**config.mk**
```make
export PLATFORM = sky130hd
export DESIGN_NAME = rsdsb_remdiv
export DESIGN_NICKNAME = d
export VERILOG_FILES = /design/src/rtl/rsdsb_pkg.sv /design/src/rtl/rsdsb_remdiv.sv
export SDC_FILE = /design/constraint.sdc
export NUM_CORES = 1
export LEC_CHECK = 0
export BUFFER_PORTS_ARGS = -buffer_cell sky130_fd_sc_hd__buf_2
export CAP_MARGIN = 10
export CORE_UTILIZATION = 44
export DETAILED_ROUTE_END_ITERATION = 10
export PLACE_DENSITY = 0.77
export SYNTH_ARGS = -nofsm -noshare
export SYNTH_HDL_FRONTEND = slang
export SYNTH_SLANG_ARGS = --single-unit
export TNS_END_PERCENT = 30
```
**constraint.sdc**
```tcl
create_clock -name clk -period 1.1 [get_ports clk]
set_clock_uncertainty 0.2 [all_clocks]
set_input_delay 0.055 -clock clk [delete_from_list [all_inputs] [get_ports clk]]
set_output_delay 0.055 -clock clk [all_outputs]
set_load 0.03 [all_outputs]
```
**src/rtl/rsdsb_pkg.sv**
```systemverilog
// Shared types and constants of the RRIP set-dueling replacement unit.
package rsdsb_pkg;

    localparam int SET_IN_W = 11;
    localparam int WAY_IN_W = 4;
    localparam int ADDR_W   = 58;
    localparam int ACC_W    = 8;
    localparam int OUT_W    = 4;
    localparam int RRPV_W   = 2;
    localparam int SCNT_W   = 2;

    localparam logic [ACC_W-1:0]  MASK_RESET = 8'd31;
    localparam logic [RRPV_W-1:0] RRPV_MAX   = 2'd3;
    localparam logic [RRPV_W-1:0] RRPV_LONG  = 2'd2;
    localparam logic [RRPV_W-1:0] RRPV_NEAR  = 2'd0;
    localparam logic [SCNT_W-1:0] SCNT_MAX   = 2'd3;
    localparam logic              FUNC_QUERY = 1'b0;

    typedef enum logic [1:0] {
        ST_CLEAR,
        ST_IDLE,
        ST_DIV,
        ST_EXEC
    } state_t;

    typedef struct packed {
        logic last;
        logic rem_zero;
    } div_status_t;

endpackage

```
**src/rtl/rsdsb_remdiv.sv**
```systemverilog
// Registered remainder check for leader-set detection by reciprocal multiplication.
module rsdsb_remdiv #(
    parameter int DW      = 11,
    parameter int DIVISOR = 64,
    parameter int QW      = 5
) (
    input  logic                  clk,
    input  logic                  rst_n,
    input  logic                  load,
    input  logic [DW-1:0]         dividend,
    output rsdsb_pkg::div_status_t status
);

    localparam int          SH    = DW + $clog2(DIVISOR);
    localparam int          PW    = 2 * DW + 1;
    localparam logic [63:0] RECIP = ((64'd1 << SH) + 64'(DIVISOR) - 64'd1) / 64'(DIVISOR);

    logic [DW-1:0] num_reg;
    logic [QW-1:0] quo_reg;
    logic          run_reg;
    logic          last_reg;
    logic          zero_reg;
    logic [PW-1:0] prod;
    logic [DW-1:0] back;

    assign prod = PW'(num_reg) * PW'(RECIP);
    assign back = DW'(PW'(quo_reg) * PW'(DIVISOR));

    always_ff @(posedge clk or negedge rst_n)
    begin
        if (!rst_n)
        begin
            run_reg  <= 1'b0;
            last_reg <= 1'b0;
        end
        else
        begin
            run_reg  <= load;
            last_reg <= run_reg;
        end
    end

    always_ff @(posedge clk)
    begin
        if (load)
        begin
            num_reg <= dividend;
        end
        if (run_reg)
        begin
            quo_reg <= QW'(prod >> SH);
        end
        if (last_reg)
        begin
            zero_reg <= (back == num_reg);
        end
    end

    assign status.last     = last_reg;
    assign status.rem_zero = zero_reg;

endmodule

```
==> flow_metrics.tcl, run 1 <==
set metrics [dict create \
    drt_pass1_iterations 2 \
    power.static_leakage_nw 0.349 \
    drt_iter0_drc 5 \
    timing.hold.ws_ps 263 \
    area_growth_syn_to_layout_pct 38.4 \
    power_per_cell_area_nw_per_um2 1460 \
    boundaryPins 16 \
    timing.final.crit_period_ps 1280 \
    final_area_um2 906 \
    timing.setup.tns_ps -183 \
    gp_routability_congestion 0.660 \
    violations "setup timing" \
    number_of_nets_produced_by_synthesis 44 \
    tritoncts_clock_tree "built" \
    post_cts_clock_slew_at_the_launch_and_capture_registers_of_the_worst_setup_and_hold_paths_ps 100 \
    fp.dieW_um 40.6 \
    worstPathArrival_ps 1210 \
    grt_pass1_wl_mm 1.44 \
    biggest_fanout_along_the_worst_timing_path 1 \
    irDropWorstVdd_mv 0.747 \
    max_clock_freq_mhz 780 \
    most_area_hungry_cell_type_in_the_yosys_netlist "edfxtp_1" \
    cp-end-kind "register" \
    largest_register_ff_count 11 \
    maxCapViolations 0 \
    placement.setup.worst_slack_ps -178 \
    syn_area_per_cell_um2 21.8 \
    hold_crit_class "in -> reg" \
    grt_antenna_before_repair 0 \
    worstMarginPinSlew_ps 249 \
    vias_per_cell 4.72 \
    globalRoute.totalOverflow 0 \
    hold_path_depth 2 \
    sequentialPowerShare 0.665 \
    n_antenna_cell 0 \
    synth_warnings 0 \
    hold_path_startpoint "dividend[4]" \
    fp-row-count 13 \
    synth_area_um2 654 \
    power.clock.fraction 0.254 \
    drc_violation_count_after_routing 0 \
    post_drt_wl_per_cell_um 13.3 \
    run_status "complete, but fails checks" \
    post_synth_main_area_contributors "edfxtp_1, dfrtp_1, xor2_1" \
    cts.sinks 19 \
    tritoncts.num_buffers 3 \
    cp_data_required_time_ps 1030 \
    crit-reg2reg-launch "num_reg[4]$_DFFE_PP_" \
    crit_path_start_kind "register" \
    wirelength_mm 1.01 \
    seq_cells_post_synth 19 \
    hold_viol_final 0 \
    critical_path_class "reg -> reg" \
    clkLatencyLatePin_ps 290 \
    clock-root-buffer "clkbuf_4" \
    setup_viol_count_final 1 \
    p_sw_frac 0.201 \
    area_fraction_of_the_dominant_cell_type_after_synthesis 0.780 \
    finalPower_w 0.00132 \
    cell_area_reported_after_detailed_placement_um2 733 \
    grt_setup_unrepaired "yes" \
    io_buffer_count 15 \
    fin_crit_sh 1.17 \
    first_global_vias 343 \
    die-area_um2 1650 \
    final_nets 76 \
    detailroute.via_count 359 \
    comb_power_share 0.082 \
    cellInternalPower_w 0.00106 \
    grt_max_degree 13 \
    setup.worst_path.start "num_reg[4]$_DFFE_PP_" \
    crit_path_setup_slack_layout_ps -183 \
    post_synth_inst_count 30 \
    chipHeight_um 40.6 \
    worst-r2r-cell-count 3 \
    core_region_area_um2 1350 \
    yosysSeqAreaShare 0.857 \
    antenna_violating_nets_post_route 0 \
    clockBufferDepth 2 \
    initial_utilization 0.485 \
    power.net_switching_w 0.000266 \
    timing_max_transition_violations_final 0 \
    ctsHtreeMaxLevel 1 \
    track_usage 0.151 \
    maxSlewHeadroom 0.834 \
    netlist-cell-type-count 8 \
    post_cts.repair.setup_buffers 0 \
    post_route_cells_drive_above_1_share 0.328 \
]
-- layer usage --
metal / GRT usage / vias up / share of wire
met3: 0.0500 / 2 / 0.038
li1: - / 174 / -
met2: 0.262 / 12 / 0.57
met4: 0.0750 / 0 / 0.0079
met5: 0 / - / 0
met1: 0.162 / 171 / 0.39
-- metrics by stage --
| step | instances | util |
|---|---|---|
| detailed placement | 58 | 0.543 |
| CTS | 76 | 0.671 |
| global placement | 58 | 0.543 |
| global route | 76 | 0.671 |
| floorplan | 30 | - |
| finish | 76 | 0.671 |
-- cell type report --
| type | instances | area, um^2 |
|---|---|---|
| fill | 99 | 444 |
| multi-input combinational | 9 | 78.8 |
| clock buffer | 4 | 26.3 |
| tap | 15 | 18.8 |
| sequential | 19 | 561 |
| timing repair buffer | 29 | 221 |
-- critical path, cell delays in order (launching register included) --
cell	delay, ps
edfxtp_1	390
nor4_2	280
nand4_1	120
nor4_2	130
-- cells by family (layout without fill, tap and decap cells) --
kind of cell,count (synthesis),count (layout),synth area share
DFF,19,19,0.857
xor gates and xnor gates,5,5,0.0669
and+or+nand+nor,4,4,0.0535
buffers and inverters,2,33,0.0229
-- synth_stat cells --
library cell  count
nor4_2            2
edfxtp_1         17
nand4_1           1
xnor2_1           2
dfrtp_1           2
buf_4             2
nor2_1            1
xor2_1            3
-- placed cells by master (no fill, tap or decap), drive strengths merged --
master	count
nand4	1
dfrtp	2
xor2	3
buf	15
nor2	1
nor4	2
dlygate4sd3	14
edfxtp	17
clkbuf	4
xnor2	2
-- power groups by stage --
stage                     combinational, W  clock [W]  sequential [W]
after detailed placement         0.0000671          0        0.000897
after global placement           0.0000648          0        0.000891
final                             0.000108   0.000336        0.000880
after global routing              0.000117   0.000377        0.000886
after CTS                         0.000107   0.000344        0.000881
after floorplan                  0.0000338          0        0.000886
-- worst paths after layout --
kind / slack, ps / end
setup / recovery: -180 / zero_reg$_DFFE_PP_
hold / removal: 260 / num_reg[4]$_DFFE_PP_
setup reg to reg: -180 / zero_reg$_DFFE_PP_
hold reg to reg: 300 / quo_reg[3]$_DFFE_PP_
max in group asynchronous: 170 / run_reg$_DFF_PN0_
min in group asynchronous: 410 / last_reg$_DFF_PN0_
-- repair_timing --
item / CTS / global route
gates resized for setup: 2 / 0
hold endpoints to repair: 25 / 0
hold buffers: 14 / 0
setup endpoints to repair: 2 / 3
Note: power is estimated with default switching activity, not from simulation.
==> run 2, diff against run 1 <==
CORE_UTILIZATION = 35   (was 44)
PLACE_DENSITY = 0.65   (was 0.77)
==> run 2 against run 1 <==
The flow still finishes with violations (setup timing); flip-flop and latch count is the same; sequential power is 0.5% lower; global-route usage is 4.7 points lower; worst setup slack improved by 12 ps; die area rose by 24%; cell count increased by 13%; clock power hardly changed; core utilization is 14 points lower; first-iteration DRC count down 40%; largest cell class unchanged; largest power group unchanged.
==> flow_metrics.tcl, run 2 (synthesized netlist as in run 1, its figures left out) <==
set metrics [dict create \
    run_status "complete, but fails checks" \
    violations "setup timing" \
    post_route_cells_drive_above_1_share 0.344 \
    place.detailed.instances 68 \
    antenna_violating_nets_post_route 0 \
    first_global_vias 371 \
    timing.final.crit_period_ps 1270 \
    setup_viol_count_final 1 \
    power.static_leakage_nw 0.352 \
    cp_data_required_time_ps 1030 \
    detailroute.wirelength.met2_um 443 \
    tritoncts_clock_tree "built" \
    track_usage 0.104 \
    grt_setup_unrepaired "yes" \
    wl_met3_um 45 \
    drc_violation_count_after_routing 0 \
    clkLatencyLatePin_ps 290 \
    worstMarginPinSlew_ps 243 \
    max_clock_freq_mhz 787 \
    crit_path_start_kind "register" \
    grt_antenna_before_repair 0 \
    timing_max_transition_violations_final 0 \
    fin_crit_sh 1.16 \
    irDropWorstVdd_mv 0.989 \
    post_cts_clock_slew_at_the_launch_and_capture_registers_of_the_worst_setup_and_hold_paths_ps 100 \
    final_nets 76 \
    power_per_cell_area_nw_per_um2 1420 \
    critPathMostFrequentCell "nor4_2" \
    tritoncts.num_buffers 3 \
    clockBufferDepth 2 \
    final_cells 86 \
    hold_crit_class "in -> reg" \
    detailed_routing_wirelength_on_met1_um 380 \
    hold_viol_final 0 \
    largest_register_ff_count 11 \
    grt_pass1_wl_mm 1.38 \
    cts.sinks 19 \
    crit_path_cell_trace "nor4_2, nand4_1, nor4_2" \
    initial_utilization 0.375 \
    maxCapViolations 0 \
    placement.setup.worst_slack_ps -160 \
    worstPathArrival_ps 1200 \
    biggest_fanout_along_the_worst_timing_path 1 \
    boundaryPins 16 \
    gp_routability_congestion 0.685 \
    grt_max_degree 13 \
    drt_iter0_drc 3 \
    wirelength_um 869 \
    worst-path-buf-inv 0 \
    clock-root-buffer "clkbuf_4" \
    area_growth_syn_to_layout_pct 41.5 \
    post_drt_wl_per_cell_um 10.1 \
    ctsHtreeMaxLevel 1 \
    detailroute.via_count 343 \
    chipHeight_um 45.2 \
    fp-row-count 15 \
    max_stage_delay_ps 390 \
    n_antenna_cell 0 \
    drt_pass1_iterations 2 \
    layout.cells.most_common_list "edfxtp_1, dlygate4sd3_1, buf_2" \
    vias_per_cell 3.99 \
    die-area_um2 2050 \
    worst_path_max_delay_cell "edfxtp_1" \
    cp-end-kind "register" \
    path_delay_family "simple AND/OR/NAND/NOR gates" \
    globalRoute.totalOverflow 0 \
    critical_path_class "reg -> reg" \
    commonest_non_fill_non_tap_cell_in_the_layout "edfxtp_1" \
    fp.dieW_um 45.2 \
    route.top_layer_used "met3" \
    core_region_area_um2 1750 \
    crit_path_setup_slack_layout_ps -171 \
    io_buffer_count 15 \
    maxSlewHeadroom 0.838 \
]
[run 2: repair_timing]
action	4_1_cts	5_1_grt
setup endpoints to repair	3	3
cloned	0	0
hold buffers	14	0
setup buffers	0	0
resized for setup	4	0
endpoints found under the hold margin	25	0
pin swaps	0	1
[run 2: worst paths after layout]
path | from | cells past startpoint | end | slack (ps)
setup / recovery | num_reg[4]$_DFFE_PP_ | 3 | zero_reg$_DFFE_PP_ | -170
hold / removal | dividend[9] | 2 | num_reg[9]$_DFFE_PP_ | 270
setup reg to reg | num_reg[4]$_DFFE_PP_ | 3 | zero_reg$_DFFE_PP_ | -170
hold reg to reg | num_reg[10]$_DFFE_PP_ | 0 | quo_reg[4]$_DFFE_PP_ | 290
max in group asynchronous | rst_n | 3 | run_reg$_DFF_PN0_ | 180
min in group asynchronous | rst_n | 3 | last_reg$_DFF_PN0_ | 400
[run 2: final cells by class]
class	instances	area (um^2)
fill	137	820
sequential	19	561
timing repair buffer	29	228
multi-input combinational	9	78.8
tap	25	31.3
clock buffer	3	22.5
clock inverter	1	5.00
[run 2: metrics by stage]
step | setup TNS [ps] | utilization | hold WS [ps] | power, W | cell area (um^2)
global route | -328 | 0.530 | 263 | 0.00137 | 926
finish | -171 | 0.530 | 270 | 0.00132 | 926
detailed placement | -160 | 0.427 | -358 | 0.000958 | 746
floorplan | -112 | - | -441 | 0.000920 | 654
global placement | -157 | 0.427 | -359 | 0.000955 | 746
CTS | -196 | 0.530 | 261 | 0.00133 | 926
[run 2: power breakdown]
group          switching, W  total [W]  internal (W)  leakage (nW)
registers         0.0000282   0.000876      0.000848         0.192
logic             0.0000373   0.000106     0.0000690         0.142
clock network      0.000200   0.000335      0.000135        0.0177
total              0.000266    0.00132       0.00105         0.352
[run 2: metal layers]
| metal | track usage | vias up |
|---|---|---|
| met5 | 0 | - |
| met1 | 0.101 | 155 |
| met4 | 0.0727 | 0 |
| met3 | 0.0360 | 0 |
| li1 | - | 175 |
| met2 | 0.183 | 13 |
==> run 3, diff against run 2 <==
CELL_PAD_IN_SITES_DETAIL_PLACEMENT = 0   (was unset)
CELL_PAD_IN_SITES_GLOBAL_PLACEMENT = 1   (was unset)
PLACE_DENSITY = 0.71   (was 0.65)
clock period = 1.2 ns   (was 1.1 ns; I/O delays follow)
==> run 3 against run 2 <==
The run still ends with setup timing left; sequential share of layout area is 0.83 points higher; highest routed layer is now met4; clock power shrank 5%; global-route usage is 0.14 points lower; flip-flop and latch count is the same; critical endpoint unchanged.
==> flow_metrics.tcl, run 3 (synthesized netlist as in run 1, its figures left out) <==
set metrics [dict create \
    cp-end-kind "register" \
    post_route_cells_drive_above_1_share 0.344 \
    ctsResizeCount 0 \
    sequentialPowerShare 0.660 \
    post_cts_clock_slew_at_the_launch_and_capture_registers_of_the_worst_setup_and_hold_paths_ps 110 \
    run_status "complete, but fails checks" \
    worstPathArrival_ps 1220 \
    detailroute.via_count 353 \
    timing_max_transition_violations_final 0 \
    first_global_vias 352 \
    hold_viol_final 0 \
    finalCoreUtilization 0.523 \
    setup.worst_path.start "num_reg[4]$_DFFE_PP_" \
    crit_path_setup_slack_layout_ps -91.8 \
    clockBufferDepth 2 \
    power.static_leakage_nw 0.349 \
    clkLatencyLatePin_ps 300 \
    final_nets 76 \
    power_per_cell_area_nw_per_um2 1330 \
    drc_violation_count_after_routing 0 \
    worstMarginPinSlew_ps 246 \
    finalPower_w 0.00121 \
    biggest_fanout_along_the_worst_timing_path 1 \
    wirelength_um 808 \
    grt_setup_unrepaired "yes" \
    fin_crit_sh 1.08 \
    chipHeight_um 45.2 \
    cp_data_required_time_ps 1130 \
    p_sw_frac 0.207 \
    hold_crit_class "in -> reg" \
    clock-root-buffer "clkbuf_4" \
    n_antenna_cell 0 \
    fp.dieW_um 45.2 \
    maxCapViolations 0 \
    power.net_switching_w 0.000251 \
    drt_iter0_drc 0 \
    core_region_area_um2 1750 \
    track_usage 0.103 \
    cellInternalPower_w 0.000962 \
    largest_register_ff_count 11 \
    maxSlewHeadroom 0.836 \
    tritoncts.num_buffers 3 \
    tritoncts_clock_tree "built" \
    comb_power_share 0.078 \
    grt_antenna_before_repair 0 \
    layout.cells.most_common_list "edfxtp_1, buf_2, dlygate4sd3_1" \
    area_growth_syn_to_layout_pct 39.6 \
    irDropWorstVdd_mv 0.673 \
    drt_pass1_iterations 1 \
    die-area_um2 2050 \
    grt_max_degree 13 \
    crit_path_start_kind "register" \
    post_cts.repair.setup_buffers 0 \
    critical_path_class "reg -> reg" \
    crit-reg2reg-launch "num_reg[4]$_DFFE_PP_" \
    max_clock_freq_mhz 774 \
    violations "setup timing" \
    gp_routability_congestion 0.623 \
    initial_utilization 0.375 \
    commonest_non_fill_non_tap_cell_in_the_layout "edfxtp_1" \
    timing.final.crit_period_ps 1290 \
    post_drt_wl_per_cell_um 9.40 \
    hold_path_startpoint "dividend[3]" \
    io_buffer_count 15 \
    globalRoute.totalOverflow 0 \
    ctsHtreeMaxLevel 1 \
    timing.hold.ws_ps 252 \
    antenna_violating_nets_post_route 0 \
    setup_viol_count_final 1 \
    vias_per_cell 4.10 \
    cts.sinks 19 \
    power.clock.fraction 0.262 \
    boundaryPins 16 \
    grt_pass1_wl_mm 1.39 \
    fp-row-count 15 \
]
run 3: changes by cell type in the layout (fill, tap and decap cells not counted):
cell,previous run,this run
buf_6,2,0
buf_2,13,15
run 3: power by group through the flow:
stage	clock (W)	sequential [W]	combinational (W)
4_1_cts	0.000335	0.000802	0.0000952
3_3_place_gp	0	0.000816	0.0000602
2_1_floorplan	0	0.000812	0.0000310
6_report	0.000318	0.000801	0.0000944
3_5_place_dp	0	0.000818	0.0000606
5_1_grt	0.000359	0.000808	0.000104
run 3: through the flow:
stage | cell area, um^2 | setup WS [ps] | cells | setup TNS (ps)
detailed placement | 746 | -71.3 | 68 | -71.3
finish | 913 | -91.8 | 86 | -91.8
floorplan | 654 | -11.7 | 30 | -11.7
global route | 913 | -178 | 86 | -178
global placement | 746 | -46.3 | 68 | -46.3
CTS | 913 | -107 | 86 | -107
run 3: repair_timing:
action / 4_1_cts / 5_1_grt
endpoints found under the setup margin: 1 / 1
hold buffers: 14 / 0
pin swaps: 0 / 1
endpoints found under the hold margin: 25 / 0
run 3: path summary, 6_finish.rpt:
check / endpoint / slack [ps] / cells past startpoint
hold / removal: num_reg[3]$_DFFE_PP_ / 250 / 2
setup / recovery: zero_reg$_DFFE_PP_ / -90 / 3
setup reg to reg: zero_reg$_DFFE_PP_ / -90 / 3
hold reg to reg: quo_reg[2]$_DFFE_PP_ / 280 / 0
min in group asynchronous: run_reg$_DFF_PN0_ / 400 / 3
max in group asynchronous: last_reg$_DFF_PN0_ / 280 / 3
run 3: cell type report:
| type | count | area [um^2] |
|---|---|---|
| multi-input cells | 9 | 78.8 |
| flip-flops and latches | 19 | 561 |
| fillers | 140 | 832 |
| clock buffers | 3 | 22.5 |
| clock inverters | 1 | 5.00 |
| well taps | 25 | 31.3 |
| repair buffers | 29 | 215 |
run 3: worst max-delay path, cell delays in order (launching register included):
cell      delay, ps
edfxtp_1        390
nor4_2          270
nand4_1         130
nor4_2          140
run 3: metal layers:
layer / wire, um / vias up / global-route usage
met5: 0 / - / 0
met4: 25 / 0 / 0.0727
met3: 47 / 3 / 0.0400
met2: 380 / 14 / 0.154
met1: 354 / 164 / 0.121
li1: - / 172 / -
